==> src/hw/rtl/mgcfd_pkg.sv <==
// Shared types, codes and the field layout table of the frame decoder.
`timescale 1ns / 1ps
package mgcfd_pkg;

    localparam int PAYLOAD_DEPTH_DEF = 64;

    localparam logic [7:0] SYNC_0    = 8'h55;
    localparam logic [7:0] SYNC_1    = 8'hAA;
    localparam logic [7:0] ID_GPS    = 8'h10;
    localparam logic [7:0] LEN_GPS   = 8'h3A;
    localparam logic [7:0] ID_CMP    = 8'h20;
    localparam logic [7:0] LEN_CMP   = 8'h06;
    localparam logic [5:0] ADDR_GPS_MASK = 6'd55;
    localparam logic [5:0] ADDR_CMP_MASK = 6'd4;

    localparam logic       MSG_GPS = 1'b0;
    localparam logic       MSG_CMP = 1'b1;

    localparam logic [7:0] FIX_TYPE_2D = 8'h02;
    localparam logic [7:0] FIX_TYPE_3D = 8'h03;
    localparam logic [1:0] FIX_NONE = 2'd0;
    localparam logic [1:0] FIX_2D   = 2'd1;
    localparam logic [1:0] FIX_3D   = 2'd2;
    localparam logic [1:0] FIX_DIFF = 2'd3;

    typedef enum logic [3:0] {
        ST_HDR0, ST_HDR1, ST_ID, ST_LEN, ST_PAY, ST_CKA, ST_CKB,
        ST_MASK_RD, ST_MASK_CAP, ST_FETCH, ST_CAPT, ST_FORMAT
    } t_state;

    typedef enum logic [3:0] {
        K_SEC, K_MIN, K_HOUR, K_DAY, K_MONTH, K_YEAR, K_W32, K_H16,
        K_RAW8, K_FIX, K_MAGX, K_MAGY, K_CX, K_CY
    } t_kind;

    typedef struct packed {
        logic [5:0] addr;
        logic [2:0] nbytes;
        t_kind      kind;
        logic       last;
    } t_fdesc;

    typedef struct packed {
        logic clr_sum;
        logic take_id;
        logic take_len;
        logic take_pay;
        logic start_emit;
        logic mask_rd;
        logic mask_cap;
        logic fetch_cap;
        logic next_field;
        logic load_out;
    } t_cmd;

    typedef struct packed {
        logic is_sync0;
        logic is_sync1;
        logic len_ok;
        logic pay_done;
        logic cka_ok;
        logic ckb_ok;
        logic no_bytes;
        logic byte_last;
        logic field_last;
        logic out_free;
    } t_status;

    // Where each output field lives in the payload and how it is formed.
    function automatic t_fdesc field_desc(input logic typ, input logic [4:0] idx);
        t_fdesc d;
        d = '{addr: 6'd0, nbytes: 3'd0, kind: K_CY, last: 1'b0};
        if (typ == MSG_GPS) begin
            unique case (idx)
                5'd0:  d = '{6'd0,  3'd4, K_SEC,   1'b0};
                5'd1:  d = '{6'd0,  3'd4, K_MIN,   1'b0};
                5'd2:  d = '{6'd0,  3'd4, K_HOUR,  1'b0};
                5'd3:  d = '{6'd0,  3'd4, K_DAY,   1'b0};
                5'd4:  d = '{6'd0,  3'd4, K_MONTH, 1'b0};
                5'd5:  d = '{6'd0,  3'd4, K_YEAR,  1'b0};
                5'd6:  d = '{6'd4,  3'd4, K_W32,   1'b0};
                5'd7:  d = '{6'd8,  3'd4, K_W32,   1'b0};
                5'd8:  d = '{6'd12, 3'd4, K_W32,   1'b0};
                5'd9:  d = '{6'd28, 3'd4, K_W32,   1'b0};
                5'd10: d = '{6'd32, 3'd4, K_W32,   1'b0};
                5'd11: d = '{6'd36, 3'd4, K_W32,   1'b0};
                5'd12: d = '{6'd42, 3'd2, K_H16,   1'b0};
                5'd13: d = '{6'd44, 3'd2, K_H16,   1'b0};
                5'd14: d = '{6'd46, 3'd2, K_H16,   1'b0};
                5'd15: d = '{6'd48, 3'd1, K_RAW8,  1'b0};
                5'd16: d = '{6'd50, 3'd4, K_FIX,   1'b1};
                default: d = '{6'd50, 3'd4, K_FIX, 1'b1};
            endcase
        end else begin
            unique case (idx)
                5'd0:    d = '{6'd0, 3'd2, K_MAGX, 1'b0};
                5'd1:    d = '{6'd2, 3'd2, K_MAGY, 1'b0};
                5'd2:    d = '{6'd0, 3'd0, K_CX,   1'b0};
                default: d = '{6'd0, 3'd0, K_CY,   1'b1};
            endcase
        end
        return d;
    endfunction

endpackage

==> src/hw/rtl/mgcfd_datapath.sv <==
// Datapath: checksums, payload memory, field assembly, calibration and output register.
`timescale 1ns / 1ps
module mgcfd_datapath
    import mgcfd_pkg::*;
#(
    parameter int PAYLOAD_DEPTH = PAYLOAD_DEPTH_DEF
) (
    input  logic               i_clk,
    input  logic               i_rst_n,
    input  logic [7:0]         i_rx_byte,
    input  t_cmd               i_cmd,
    output t_status            o_status,
    input  logic               i_ready,
    output logic               o_valid,
    output logic               o_msg_type,
    output logic [4:0]         o_field_index,
    output logic signed [31:0] o_field_value,
    output logic               o_last_field
);

    localparam int AW = $clog2(PAYLOAD_DEPTH);

    logic [7:0]  r_mem [PAYLOAD_DEPTH];
    logic [7:0]  r_rdata;
    logic [AW-1:0] rd_addr;

    logic [7:0]  r_id;
    logic [5:0]  r_len;
    logic [5:0]  r_count;
    logic [7:0]  r_sum_a;
    logic [7:0]  r_sum_b;
    logic [7:0]  n_sum_a;

    logic        r_type;
    logic [4:0]  r_field;
    logic [1:0]  r_k;
    logic [7:0]  r_mask;
    logic [31:0] r_acc;
    t_fdesc      desc;

    logic signed [15:0] r_x_high, r_x_low, r_y_high, r_y_low;
    logic signed [15:0] r_x, r_y;
    logic signed [15:0] cur16;
    logic signed [15:0] n_x_high, n_x_low, n_y_high, n_y_low;
    logic signed [16:0] centre_sum;
    logic signed [16:0] centre;
    logic signed [16:0] centred;

    logic [7:0]  cmp_mask;
    logic [5:0]  day;
    logic [1:0]  fix;
    logic [31:0] value;

    logic        r_out_valid;

    assign desc = field_desc(r_type, r_field);
    assign n_sum_a = r_sum_a + i_rx_byte;
    assign rd_addr = i_cmd.mask_rd ?
                     AW'((r_type == MSG_CMP) ? ADDR_CMP_MASK : ADDR_GPS_MASK) :
                     AW'(desc.addr + {4'd0, r_k});

    // Compass mask: nibbles of the key byte shuffled, with its low bit spread.
    assign cmp_mask = {r_rdata[4:1] ^ {r_rdata[0], 3'b000},
                       (r_rdata[3:0] ^ r_rdata[7:4]) ^ {r_rdata[0], 3'b000}};

    always_ff @(posedge i_clk) begin
        if (i_cmd.take_pay && (r_count < PAYLOAD_DEPTH)) begin
            r_mem[AW'(r_count)] <= i_rx_byte;
        end
        r_rdata <= r_mem[rd_addr];
    end

    always_ff @(posedge i_clk) begin
        if (!i_rst_n) begin
            r_id    <= 8'd0;
            r_len   <= 6'd0;
            r_count <= 6'd0;
            r_sum_a <= 8'd0;
            r_sum_b <= 8'd0;
        end else begin
            if (i_cmd.clr_sum) begin
                r_sum_a <= 8'd0;
                r_sum_b <= 8'd0;
            end
            if (i_cmd.take_id || i_cmd.take_len || i_cmd.take_pay) begin
                r_sum_a <= n_sum_a;
                r_sum_b <= r_sum_b + n_sum_a;
            end
            if (i_cmd.take_id) begin
                r_id <= i_rx_byte;
            end
            if (i_cmd.take_len) begin
                r_len   <= i_rx_byte[5:0];
                r_count <= 6'd0;
            end
            if (i_cmd.take_pay) begin
                r_count <= r_count + 6'd1;
            end
        end
    end

    // Field sequencing and byte assembly.
    always_ff @(posedge i_clk) begin
        if (!i_rst_n) begin
            r_type  <= MSG_GPS;
            r_field <= 5'd0;
            r_k     <= 2'd0;
        end else begin
            if (i_cmd.start_emit) begin
                r_type <= (r_id == ID_CMP) ? MSG_CMP : MSG_GPS;
            end
            if (i_cmd.mask_cap) begin
                r_field <= 5'd0;
                r_k     <= 2'd0;
            end
            if (i_cmd.fetch_cap) begin
                r_k <= r_k + 2'd1;
            end
            if (i_cmd.next_field) begin
                r_field <= r_field + 5'd1;
                r_k     <= 2'd0;
            end
        end
    end

    always_ff @(posedge i_clk) begin
        if (i_cmd.mask_cap) begin
            r_mask <= (r_type == MSG_CMP) ? cmp_mask : r_rdata;
        end
        if (i_cmd.fetch_cap) begin
            r_acc[8*r_k +: 8] <= r_rdata ^ r_mask;
        end
    end

    assign cur16 = r_acc[15:0];
    assign n_x_high = (cur16 > r_x_high) ? cur16 : r_x_high;
    assign n_x_low  = (cur16 < r_x_low)  ? cur16 : r_x_low;
    assign n_y_high = (cur16 > r_y_high) ? cur16 : r_y_high;
    assign n_y_low  = (cur16 < r_y_low)  ? cur16 : r_y_low;

    // Centre is the midpoint truncated toward zero, so negative sums round up.
    always_comb begin
        if (desc.kind == K_CX) begin
            centre_sum = 17'(r_x_high) + 17'(r_x_low);
        end else begin
            centre_sum = 17'(r_y_high) + 17'(r_y_low);
        end
        centre = (centre_sum + $signed({16'd0, centre_sum[16]})) >>> 1;
        if (desc.kind == K_CX) begin
            centred = 17'(r_x) - centre;
        end else begin
            centred = 17'(r_y) - centre;
        end
    end

    assign day = {1'b0, r_acc[20:16]} + {5'd0, (r_acc[15:12] > 4'd7)};

    always_comb begin
        if (r_acc[7:0] == FIX_TYPE_2D) begin
            fix = FIX_2D;
        end else if (r_acc[7:0] == FIX_TYPE_3D) begin
            fix = FIX_3D;
        end else begin
            fix = FIX_NONE;
        end
        if ((fix != FIX_NONE) && r_acc[17]) begin
            fix = FIX_DIFF;
        end
    end

    always_comb begin
        unique case (desc.kind)
            K_SEC:   value = {26'd0, r_acc[5:0]};
            K_MIN:   value = {26'd0, r_acc[11:6]};
            K_HOUR:  value = {28'd0, r_acc[15:12]};
            K_DAY:   value = {26'd0, day};
            K_MONTH: value = {28'd0, r_acc[24:21]};
            K_YEAR:  value = {25'd0, r_acc[31:25]};
            K_W32:   value = r_acc;
            K_H16,
            K_MAGX,
            K_MAGY:  value = {{16{r_acc[15]}}, r_acc[15:0]};
            K_RAW8:  value = {24'd0, r_acc[7:0] ^ r_mask};
            K_FIX:   value = {30'd0, fix};
            K_CX,
            K_CY:    value = {{15{centred[16]}}, centred};
            default: value = 32'd0;
        endcase
    end

    always_ff @(posedge i_clk) begin
        if (!i_rst_n) begin
            r_x_high <= 16'sd0;
            r_x_low  <= 16'sd0;
            r_y_high <= 16'sd0;
            r_y_low  <= 16'sd0;
        end else if (i_cmd.load_out) begin
            if (desc.kind == K_MAGX) begin
                r_x_high <= n_x_high;
                r_x_low  <= n_x_low;
            end
            if (desc.kind == K_MAGY) begin
                r_y_high <= n_y_high;
                r_y_low  <= n_y_low;
            end
        end
    end

    always_ff @(posedge i_clk) begin
        if (i_cmd.load_out && (desc.kind == K_MAGX)) begin
            r_x <= cur16;
        end
        if (i_cmd.load_out && (desc.kind == K_MAGY)) begin
            r_y <= cur16;
        end
    end

    always_ff @(posedge i_clk) begin
        if (!i_rst_n) begin
            r_out_valid <= 1'b0;
        end else if (i_cmd.load_out) begin
            r_out_valid <= 1'b1;
        end else if (i_ready) begin
            r_out_valid <= 1'b0;
        end
    end

    always_ff @(posedge i_clk) begin
        if (i_cmd.load_out) begin
            o_msg_type    <= r_type;
            o_field_index <= r_field;
            o_field_value <= value;
            o_last_field  <= desc.last;
        end
    end

    assign o_valid = r_out_valid;

    always_comb begin
        o_status.is_sync0   = (i_rx_byte == SYNC_0);
        o_status.is_sync1   = (i_rx_byte == SYNC_1);
        o_status.len_ok     = ((r_id == ID_GPS) && (i_rx_byte == LEN_GPS)) ||
                              ((r_id == ID_CMP) && (i_rx_byte == LEN_CMP));
        o_status.pay_done   = ({1'b0, r_count} + 7'd1) >= {1'b0, r_len};
        o_status.cka_ok     = (i_rx_byte == r_sum_a);
        o_status.ckb_ok     = (i_rx_byte == r_sum_b);
        o_status.no_bytes   = (desc.nbytes == 3'd0);
        o_status.byte_last  = ({1'b0, r_k} == (desc.nbytes - 3'd1));
        o_status.field_last = desc.last;
        o_status.out_free   = !r_out_valid || i_ready;
    end

endmodule

==> src/hw/rtl/mgcfd_ctrl.sv <==
// Controller: frame parsing state machine and result sequencing.
`timescale 1ns / 1ps
module mgcfd_ctrl
    import mgcfd_pkg::*;
(
    input  logic    i_clk,
    input  logic    i_rst_n,
    input  logic    i_valid,
    output logic    o_ready,
    input  t_status i_status,
    output t_cmd    o_cmd
);

    t_state r_state, n_state;
    logic   in_acc;

    assign o_ready = (r_state == ST_HDR0) || (r_state == ST_HDR1) || (r_state == ST_ID) ||
                     (r_state == ST_LEN)  || (r_state == ST_PAY)  || (r_state == ST_CKA) ||
                     (r_state == ST_CKB);
    assign in_acc = i_valid && o_ready;

    always_ff @(posedge i_clk) begin
        if (!i_rst_n) begin
            r_state <= ST_HDR0;
        end else begin
            r_state <= n_state;
        end
    end

    always_comb begin
        n_state = r_state;
        unique case (r_state)
            ST_HDR0: if (in_acc) begin
                n_state = i_status.is_sync0 ? ST_HDR1 : ST_HDR0;
            end
            ST_HDR1: if (in_acc) begin
                n_state = i_status.is_sync1 ? ST_ID : ST_HDR0;
            end
            ST_ID: if (in_acc) begin
                n_state = ST_LEN;
            end
            ST_LEN: if (in_acc) begin
                n_state = i_status.len_ok ? ST_PAY : ST_HDR0;
            end
            ST_PAY: if (in_acc && i_status.pay_done) begin
                n_state = ST_CKA;
            end
            ST_CKA: if (in_acc) begin
                n_state = i_status.cka_ok ? ST_CKB : ST_HDR0;
            end
            ST_CKB: if (in_acc) begin
                n_state = i_status.ckb_ok ? ST_MASK_RD : ST_HDR0;
            end
            ST_MASK_RD:  n_state = ST_MASK_CAP;
            ST_MASK_CAP: n_state = ST_FETCH;
            ST_FETCH:    n_state = i_status.no_bytes ? ST_FORMAT : ST_CAPT;
            ST_CAPT:     n_state = i_status.byte_last ? ST_FORMAT : ST_FETCH;
            ST_FORMAT: if (i_status.out_free) begin
                n_state = i_status.field_last ? ST_HDR0 : ST_FETCH;
            end
            default: n_state = ST_HDR0;
        endcase
    end

    always_comb begin
        o_cmd = '0;
        unique case (r_state)
            ST_HDR1:     o_cmd.clr_sum    = in_acc && i_status.is_sync1;
            ST_ID:       o_cmd.take_id    = in_acc;
            ST_LEN:      o_cmd.take_len   = in_acc && i_status.len_ok;
            ST_PAY:      o_cmd.take_pay   = in_acc;
            ST_CKB:      o_cmd.start_emit = in_acc && i_status.ckb_ok;
            ST_MASK_RD:  o_cmd.mask_rd    = 1'b1;
            ST_MASK_CAP: o_cmd.mask_cap   = 1'b1;
            ST_CAPT:     o_cmd.fetch_cap  = 1'b1;
            ST_FORMAT: begin
                o_cmd.load_out   = i_status.out_free;
                o_cmd.next_field = i_status.out_free && !i_status.field_last;
            end
            default: ;
        endcase
    end

endmodule

==> src/hw/rtl/masked_gps_compass_frame_decoder.sv <==
// Top level of the masked GPS and compass frame decoder.
//
// Input channel: one received byte per request on i_rx_byte, taken when
// i_valid and o_ready are both high. Bytes are parsed as sync 0x55 0xAA,
// id, length, payload and two running-sum check bytes. Each byte of the
// stream is taken as soon as it is offered while a frame is being parsed.
// Output channel: one decoded field per request (o_msg_type,
// o_field_index, o_field_value, o_last_field), taken on o_valid and i_ready.
// A verified GPS frame gives 17 fields, a compass frame 4, the last marked.
// After the second check byte the input is held off while the fields are
// read back from the payload memory: the mask is read and then captured,
// then for each field every stored byte is fetched and captured in turn and
// the output register is loaded; a field with no stored byte goes straight
// from fetch to load without capturing any byte.
// A stalled receiver holds the sequencer on the waiting field; once the
// final field is loaded, input is taken again while it waits. Reset returns
// the parser to hunting for sync and clears the calibration extremes; the
// payload memory is not cleared.
`timescale 1ns / 1ps
module masked_gps_compass_frame_decoder
    import mgcfd_pkg::*;
#(
    parameter int PAYLOAD_DEPTH = PAYLOAD_DEPTH_DEF
) (
    input  logic               i_clk,
    input  logic               i_rst_n,
    input  logic               i_valid,
    output logic               o_ready,
    input  logic [7:0]         i_rx_byte,
    output logic               o_valid,
    input  logic               i_ready,
    output logic               o_msg_type,
    output logic [4:0]         o_field_index,
    output logic signed [31:0] o_field_value,
    output logic               o_last_field
);

    t_cmd    cmd;
    t_status status;

    mgcfd_ctrl u_ctrl (
        .i_clk    (i_clk),
        .i_rst_n  (i_rst_n),
        .i_valid  (i_valid),
        .o_ready  (o_ready),
        .i_status (status),
        .o_cmd    (cmd)
    );

    mgcfd_datapath #(
        .PAYLOAD_DEPTH (PAYLOAD_DEPTH)
    ) u_datapath (
        .i_clk         (i_clk),
        .i_rst_n       (i_rst_n),
        .i_rx_byte     (i_rx_byte),
        .i_cmd         (cmd),
        .o_status      (status),
        .i_ready       (i_ready),
        .o_valid       (o_valid),
        .o_msg_type    (o_msg_type),
        .o_field_index (o_field_index),
        .o_field_value (o_field_value),
        .o_last_field  (o_last_field)
    );

endmodule
==> config.mk <==
export PLATFORM = sky130hd
export DESIGN_NAME = masked_gps_compass_frame_decoder
export DESIGN_NICKNAME = d
export VERILOG_FILES = /design/src/hw/rtl/mgcfd_pkg.sv /design/src/hw/rtl/mgcfd_datapath.sv /design/src/hw/rtl/mgcfd_ctrl.sv /design/src/hw/rtl/masked_gps_compass_frame_decoder.sv
export SDC_FILE = /design/constraint.sdc
export NUM_CORES = 1
export LEC_CHECK = 0
export ABC_CLOCK_PERIOD_IN_PS = 6470
export BUFFER_PORTS_ARGS = -buffer_cell sky130_fd_sc_hd__buf_2
export CORE_MARGIN = 2
export CORE_UTILIZATION = 40
export DETAILED_ROUTE_END_ITERATION = 10
export GPL_TIMING_DRIVEN = 0
export MAX_ROUTING_LAYER = met4
export PLACE_DENSITY_LB_ADDON = 0.2
export REMOVE_ABC_BUFFERS = 1
export SYNTH_ARGS = -nofsm -noshare
export SYNTH_HDL_FRONTEND = slang
export SYNTH_SLANG_ARGS = --single-unit
export TNS_END_PERCENT = 20
==> constraint.sdc <==
create_clock -name i_clk -period 6.47 [get_ports i_clk]
set_input_delay 0.647 -clock i_clk [delete_from_list [all_inputs] [get_ports i_clk]]
set_output_delay 0.647 -clock i_clk [all_outputs]
set_load 0.005 [all_outputs]
-- After elaboration in Yosys (flattened, before gate mapping)
Memory sizes are Yosys's and may differ from the RTL's. A register that Yosys moved wholly into a read port is not among the register bits.
Index checks and enable logic that the tools add are counted.
- flip-flop bits (word level): 224
- logic and storage cells: 193
- memory bits (writable): 512
- memories: 2
- ROM bits: 416
- input port bits: 12
- output and inout port bits: 41
- memories (memory ; words ; bits a word ; read ports ; clocked after memory_dff ; wr ports ; RTL line ; RTL):
    u_datapath.r_mem ; 64 ; 8 ; 1 ; 1 ; 1 ; mgcfd_datapath.sv:23 ; logic [7:0] r_mem [PAYLOAD_DEPTH];
    (no name shown) ; 32 ; 13 ; 1 ; 1 ; 0 ; mgcfd_pkg.sv:74 ; unique case (idx)
- reductions and logical operators: 41
- multiplexer cells: 54
- bitwise operators: 6
- shifts and indexed selects: 2
- $add $sub $neg: 15
- magnitude comparators: 6
- equal/unequal tests: 45
- operators by type and width (kind ; count):
    case mux 32 bit (11 select lines) ; 1
    case mux 4 bit (12 select lines) ; 1
    equality test 4 bit (second input constant) ; 10
    two-way mux 4 bit ; 9
    adder 16 x 16 -> 17 bit ; 2
    two-way mux 17 bit ; 2
    negator 5 -> 34 bit ; 1
    variable shift 8 x 34 -> 32 bit (first input constant) ; 1
    variable part select 8 x 34 -> 32 bit ; 1
    subtractor 16 x 16 -> 17 bit ; 2
    bitwise mux 32 bit ; 1
    equality test 4 x 3 -> 1 bit (second input constant) ; 8
    greater-than comparator 16 bit ; 2
    < comparator 16 bit ; 2
    two-way mux 8 bit ; 4
    case mux 10 bit (3 select lines) ; 1
    two-way mux 6 bit ; 4
    two-way mux 5 bit ; 4
    adder 17 x 2 -> 17 bit ; 1
    adder 8 bit ; 2
    equality test 4 x 2 -> 1 bit (second input constant) ; 4
    equality test 8 x 2 -> 1 bit (second input constant) ; 2
    equality test 8 x 6 -> 1 bit (second input constant) ; 2
    equality test 8 bit ; 2
    37 further kinds ; 100

-- Depth between registers and ports, before layout
- word-level depth: 13
- gate-level depth with buffers: 26
- mapped depth without buffers: 25

-- Cells and area by module
A second synthesis with hierarchy kept.
- cell total of the unflattened synthesis: 3244
- area, all modules: 36018.3 um^2
- by module, submodules not included (module ; area each (um^2) ; cells an instance ; seq. area each (um^2) ; instances):
    mgcfd_datapath ; 35540.3 ; 3177 ; 21310.4 ; 1
    mgcfd_ctrl ; 478.0 ; 67 ; 80.1 ; 1

-- Worst setup path after synthesis
No wires, ideal clock.
- kind: register -> register
- from: reg u_ctrl.r_state[2]
- to: reg u_datapath.r_y_low[10]
- stages on the path, launching flop included: 10
- setup time: 0.142 ns
- period minus slack after synthesis: 5.677 ns
- arrival time: 5.536 ns
- path buffers: 2
- path slack: 0.793 ns
- required time: 6.328 ns
- path through: dfxtp_1 -> buf_2 -> nand2b_1 -> or2_2 -> nor2b_1 -> nand2_1 -> nor3_1 -> o21ai_1 -> clkbuf_1 -> mux2i_1
- RTL lines (what ; RTL line ; RTL):
    start, declared ; mgcfd_ctrl.sv:14 ; t_state r_state, n_state;
    start signal, assigned ; mgcfd_ctrl.sv:26 ; r_state <= n_state;
    end signal, assigned ; mgcfd_datapath.sv:204 ; r_y_low <= n_y_low;
    end, declared ; mgcfd_datapath.sv:41 ; logic signed [15:0] r_x_high, r_x_low, r_y_high, r_y_low;

-- Worst setup path after layout
- from: reg u_datapath.r_field[1]
- to: reg u_datapath.o_field_value[21], data pin
- longest elaborated chain between the ends: 9
- elaborated cells on any way between the ends: 27
- those cells by class: add/sub: 3; eq/ne: 15; mux: 5; reduce/logical: 4
- ends and longest elaborated chain (what ; RTL line ; RTL):
    start, declared ; mgcfd_datapath.sv:35 ; logic [4:0] r_field;
    start signal, assigned ; mgcfd_datapath.sv:120 ; r_field <= r_field + 5'd1;
    equality test 5 x 2 -> 1 bit, or another cell as far along ; mgcfd_pkg.sv:95 ; unique case (idx)
    case mux 10 bit (3 select lines) * ; mgcfd_pkg.sv:95 ;
    two-way mux 14 bit * ; mgcfd_pkg.sv:73 ; if (typ == MSG_GPS) begin
    equality test 4 bit ; mgcfd_datapath.sv:143, mgcfd_datapath.sv:149, mgcfd_datapath.sv:172 ;
    two-way mux 17 bit ; mgcfd_datapath.sv:143 ; if (desc.kind == K_CX) begin
    adder 17 x 2 -> 17 bit ; mgcfd_datapath.sv:148 ; centre = (centre_sum + $signed({16'd0, centre_sum[16]})) >>> 1;
    subtractor 16 x 16 -> 17 bit, on equally long branches ; mgcfd_datapath.sv:152, mgcfd_datapath.sv:150 ;
    two-way mux 17 bit ; mgcfd_datapath.sv:149 ; if (desc.kind == K_CX) begin
    case mux 32 bit (11 select lines) * ; mgcfd_datapath.sv:172 ; unique case (desc.kind)
    end signal, assigned ; mgcfd_datapath.sv:232 ; o_field_value <= value;
    end, declared ; mgcfd_datapath.sv:17 ; output logic signed [31:0] o_field_value,
Mark *: on every way between the ends. The rest lies on a longest branch, timed or not.
A chain may end at the register's enable or synchronous reset.

==> results.env <==
IR_WORST_VDD_mV=0.243
MAX_CAP_VIOLATIONS=0
WORSTMARGINPINSLEW_PS=1270
PLACEMENT.SETUP.WORST_SLACK_PS=-1140
CTS.SINK_COUNT=757
CRITICAL_PATH.ENDPOINT_TYPE='flip-flop'
LAYOUT_CELL_SHARE_WITH_DRIVE_STRENGTH_BEYOND_1_PCT=8.13
CLOCK_TREE.ROOT_CELL='clkbuf_16'
GPL.FINAL_WEIGHTED_CONGESTION=0.893
INITIAL_CORE_UTIL_PCT=40.3
GLOBAL_ROUTE.OVERFLOW_TOTAL=0
SYNTHESIS.AREA_PER_INSTANCE_UM2=12.9
POST-ROUTE-WORST-SETUP-SLACK_PS=483
SYN_TO_FINAL_GROWTH_PCT=13.2
GRT_ANTENNA_BEFORE_REPAIR=2
CRIT_PATH_START='u_datapath.r_field[1]'
SLOWEST_STAGE='a211oi_1'
LARGEST_DELAY_SHARE_FAMILY_WORST_PATH='compound AO/OA/AOI/OAI gates'
N_FILL_CELL=8007
DRT-PASS1-ITER-COUNT=6
P_SEQ_SHARE_PCT=51.0
DPL_CELL_AREA_MM2=0.0380
WORSTSETUPSTARTPOINTTYPE='flip-flop'
CLOCK_TREE.HTREE_LEVEL_COUNT=3
DIEHEIGHT_UM=305
CTS_TREE='done'
SETUP_REPAIR_AFTER_GLOBAL_ROUTING_MISSED_ITS_MARGIN='false'
HOLDBUFCOUNTCTS=0
CTS_MADE_BUFFERS=86
FINISH.UTILIZATION_PCT=45.6
TIMING.FINAL.MAX_SLEW_VIOLATIONS=0
SYNTH_TOP_CELL_AREA_SHARE_PCT=51.8
CRITICAL_PATH.REG2REG.ENDPOINT='u_datapath.o_field_value[21]'
SYNTHESIS.INSTANCES=2812
CTS_SETUP_BUFFERS=0
POWER.NET_SWITCHING_mW=2.17
ASYNCSETRESETFLOPFRACSYNTH_PCT=0
SYNTH_CELL_TYPES=74
WORST_SKEW_PAIR.LATE_LATENCY_PS=660
POWER.DENSITY_CELL_AREA_mW_PER_MM2=253
GROUTE.USAGE.OVERALL_PCT=19.2
HP_CLASS='input pin to flip-flop'
FIRST_PASS_GRT_WIRE_LENGTH_UM=133000
CLOCK-SKEW-FINAL_PS=24.3
COMB_POWER_SHARE_PCT=2.3
PORT-BUFFER-COUNT=52
NETLIST.TOP_CELL.BY_AREA='edfxtp_1'
HP-START='i_valid'
ROUTE.ANTENNA.REMAINING_NETS=0
PLACE.DETAILED.HPWL_UM=58000
FINAL_MIN_PERIOD_OVER_CLOCK_PERIOD_PCT=92.5
POST_CTS_RESIZED=4
CLK_PIN_SLEW_WORST_PATHS_PS=60
DRCVIOLATIONCOUNT=0
POST-ROUTE-CELL-AREA_MM2=0.0409
FINALSETUPVIOLATIONS=0
OUTCOME='finished clean'
CPMOSTUSEDCELL='a21oi_1'
WL_PER_CELL_UM=21.3
HOLD_VIOL=0
SEQ_AREA_FRAC_SYNTH_PCT=59.2
SYNTH.AREA.TOP_CELLS='edfxtp_1, mux2i_1, dfxtp_1'
DRT-TOTAL-WL_UM=87600
YOSYS_REGISTER_BITS=757
CRITICAL_PATH.CELL_CHAIN='inv_1 > ha_1 > nor2_1 > nand4_1 > and2_2 > nor3_1 > o31a_1 > o21a_1 > a21oi_1 > ha_1 > ha_1 > inv_1 > fa_1 > a21o_1 > a21oi_1 > o21ai_0 > a21oi_1 > o21ai_0 > a41oi_1 > a21oi_1 > a211oi_1 > a31oi_4 > nand2_1'
FLOORPLAN_CORE_AREA_MM2=0.0897
WORST_SLEW_MARGIN_PCT=14.7
DESIGN.PORTCOUNT=53
MAXIMUM_NUMBER_OF_PINS_ON_ONE_NET_BEFORE_GLOBAL_ROUTE_REPAIR=76
CLOCK_TREE.BUFFER_DEPTH=3
CP_NUM_BUF_INV=2
HOLD-PATH-ENDPOINT='u_datapath.r_len[5]'
CRIT-REG2REG-LAUNCH='u_datapath.r_field[1]'
SYNTH.CELL_AREA_MM2=0.0361
FF2FF_PATH_DEPTH=23
LAYOUT.CELLS.MOST_COMMON_LIST='edfxtp_1, mux2i_1, nor2_1'
CLOCK_POWER_SHARE_PCT=46.7
VIAS_IN_THE_FIRST_GLOBAL_ROUTE=22235
CRITICAL_PATH_PEAK_FANOUT=28
NUMBER_OF_VIOLATIONS_REPORTED_AT_THE_END_OF_DETAILED_ROUTING_ITERATION_0=1662
YS.WARNINGS.COUNT=0
WORST-SETUP-PATH-TYPE='flip-flop to flip-flop'
FMAX_MHz=167
FINALCRITICALPERIOD_PS=5990
CRIT_REQUIRED_PS=6960
WORST-R2R-SETUP-SLACK_PS=480
FLOORPLAN.DIE_AREA_MM2=0.0928
NETSWITCHINGFRACTION_PCT=21.0
TIMING.CRITICAL_PATH.SLOWEST_CELL_DELAY_PS=540
FINAL_COMMON_CELL='edfxtp_1'
NUMBER_OF_SYNTHESIZED_FLOPS_WITH_AN_ENABLE_PIN=623
FIN_NETS=3034
ROUTED-VIA-COUNT=22165
WORST_EP_ARRIVAL_TIME_PS=6480
P_INT_mW=8.19
SYNTH_FLOP_CELL='edfxtp_1'
DIE_W_UM=305
DRT-VIAS-PER-INSTANCE=5.38
TOTAL_LEAKAGE_POWER_nW=15.2
CORE.ROWCOUNT=110
MIN_DELAY_PATH_DEPTH=3
## worst max path at each step
stage,cells past startpoint,slack [ps],endpoint
2_1_floorplan,7,-4720,u_datapath.r_rdata[0]
3_3_place_gp,7,-11970,u_datapath.r_rdata[7]
3_5_place_dp,21,-1140,u_datapath.o_field_value[21]
4_1_cts,22,140,u_datapath.o_field_value[21]
5_1_grt,23,120,u_datapath.o_field_value[21]
6_report,23,480,u_datapath.o_field_value[21]
## worst min-delay path, cell delays in order
cell and delay [ps]:
buf_2 150, nand4_1 160, a21oi_1 80
## power groups by stage
| stage | Clock [mW] | Sequential [mW] | Combinational (mW) |
|---|---|---|---|
| after floorplan | 0 | 5.38 | 0.126 |
| after global placement | 0 | 5.39 | 0.233 |
| after detailed placement | 0 | 5.39 | 0.236 |
| after CTS | 4.96 | 5.29 | 0.237 |
| after global routing | 5.15 | 5.28 | 0.260 |
| final | 4.85 | 5.28 | 0.234 |
## stage by stage
step	power (mW)	cells	hold WS [ps]	TNS (ps)
after CTS	10.5	4116	392	0
after detailed placement	5.62	3954	461	-17260
final	10.4	4118	440	0
after floorplan	5.51	2700	436	-37730
after global routing	10.7	4118	427	0
after global placement	5.62	3928	445	-237790
## registers in the layout (all words and copies together) (netlist names), 2 cells and up, named ones only
| signal | count |
|---|---|
| u_ctrl.r_state | 4 |
| u_datapath.o_field_index | 5 |
| u_datapath.o_field_value | 32 |
| u_datapath.r_acc | 32 |
| u_datapath.r_count | 6 |
| u_datapath.r_field | 5 |
| u_datapath.r_id | 8 |
| u_datapath.r_k | 2 |
| u_datapath.r_len | 6 |
| u_datapath.r_mask | 8 |
| u_datapath.r_mem | 512 |
| u_datapath.r_rdata | 8 |
| u_datapath.r_sum_a | 8 |
| u_datapath.r_sum_b | 8 |
| u_datapath.r_x | 16 |
| u_datapath.r_x_high | 16 |
| u_datapath.r_x_low | 16 |
| u_datapath.r_y | 16 |
| u_datapath.r_y_high | 16 |
| u_datapath.r_y_low | 16 |
## synth_stat cells (all sizes together), types with 23 or more instances
cell    count
edfxtp    623
mux2i     590
nand2     222
nand3      36
a21oi      93
dfxtp     134
a21o       37
clkbuf     52
inv       103
o21ai      75
nor2      238
ha        151
xnor2      62
xor2       34
nor2b      26
nand2b     23
buf        60
## routing by layer
metal	global-route usage, %	vias to the layer above	part of all wire (%)
met2	32.1	521	49
met5	-	-	0
met1	24.0	10956	44
met4	6.72	0	3.2
li1	-	10524	-
met3	2.66	164	4.2
## layout make-up
type	instances	area [µm²]	share of cell area (%)
diodes	2	5.00	0.0122
multi-input cells	1840	14000	34.2
clock buffers	112	2300	5.63
repair buffers	78	825	2.02
clock inverters	50	517	1.26
flip-flops and latches	757	21400	52.3
well taps	1176	1470	3.60
inverters	103	389	0.951
## cell families after synthesis
| family | after synthesis | synth area share (%) |
|---|---|---|
| flip-flops | 757 | 59.2 |
| AO/OA/AOI/OAI | 329 | 5.84 |
| buffers and inverters | 215 | 2.36 |
| multiplexers | 594 | 16.5 |
| AND/OR/NAND/NOR | 665 | 8.31 |
| XOR/XNOR | 96 | 2.33 |
| adder cells (fa/ha/maj) | 156 | 5.50 |
No activity file was read; power rests on OpenSTA's default activity.
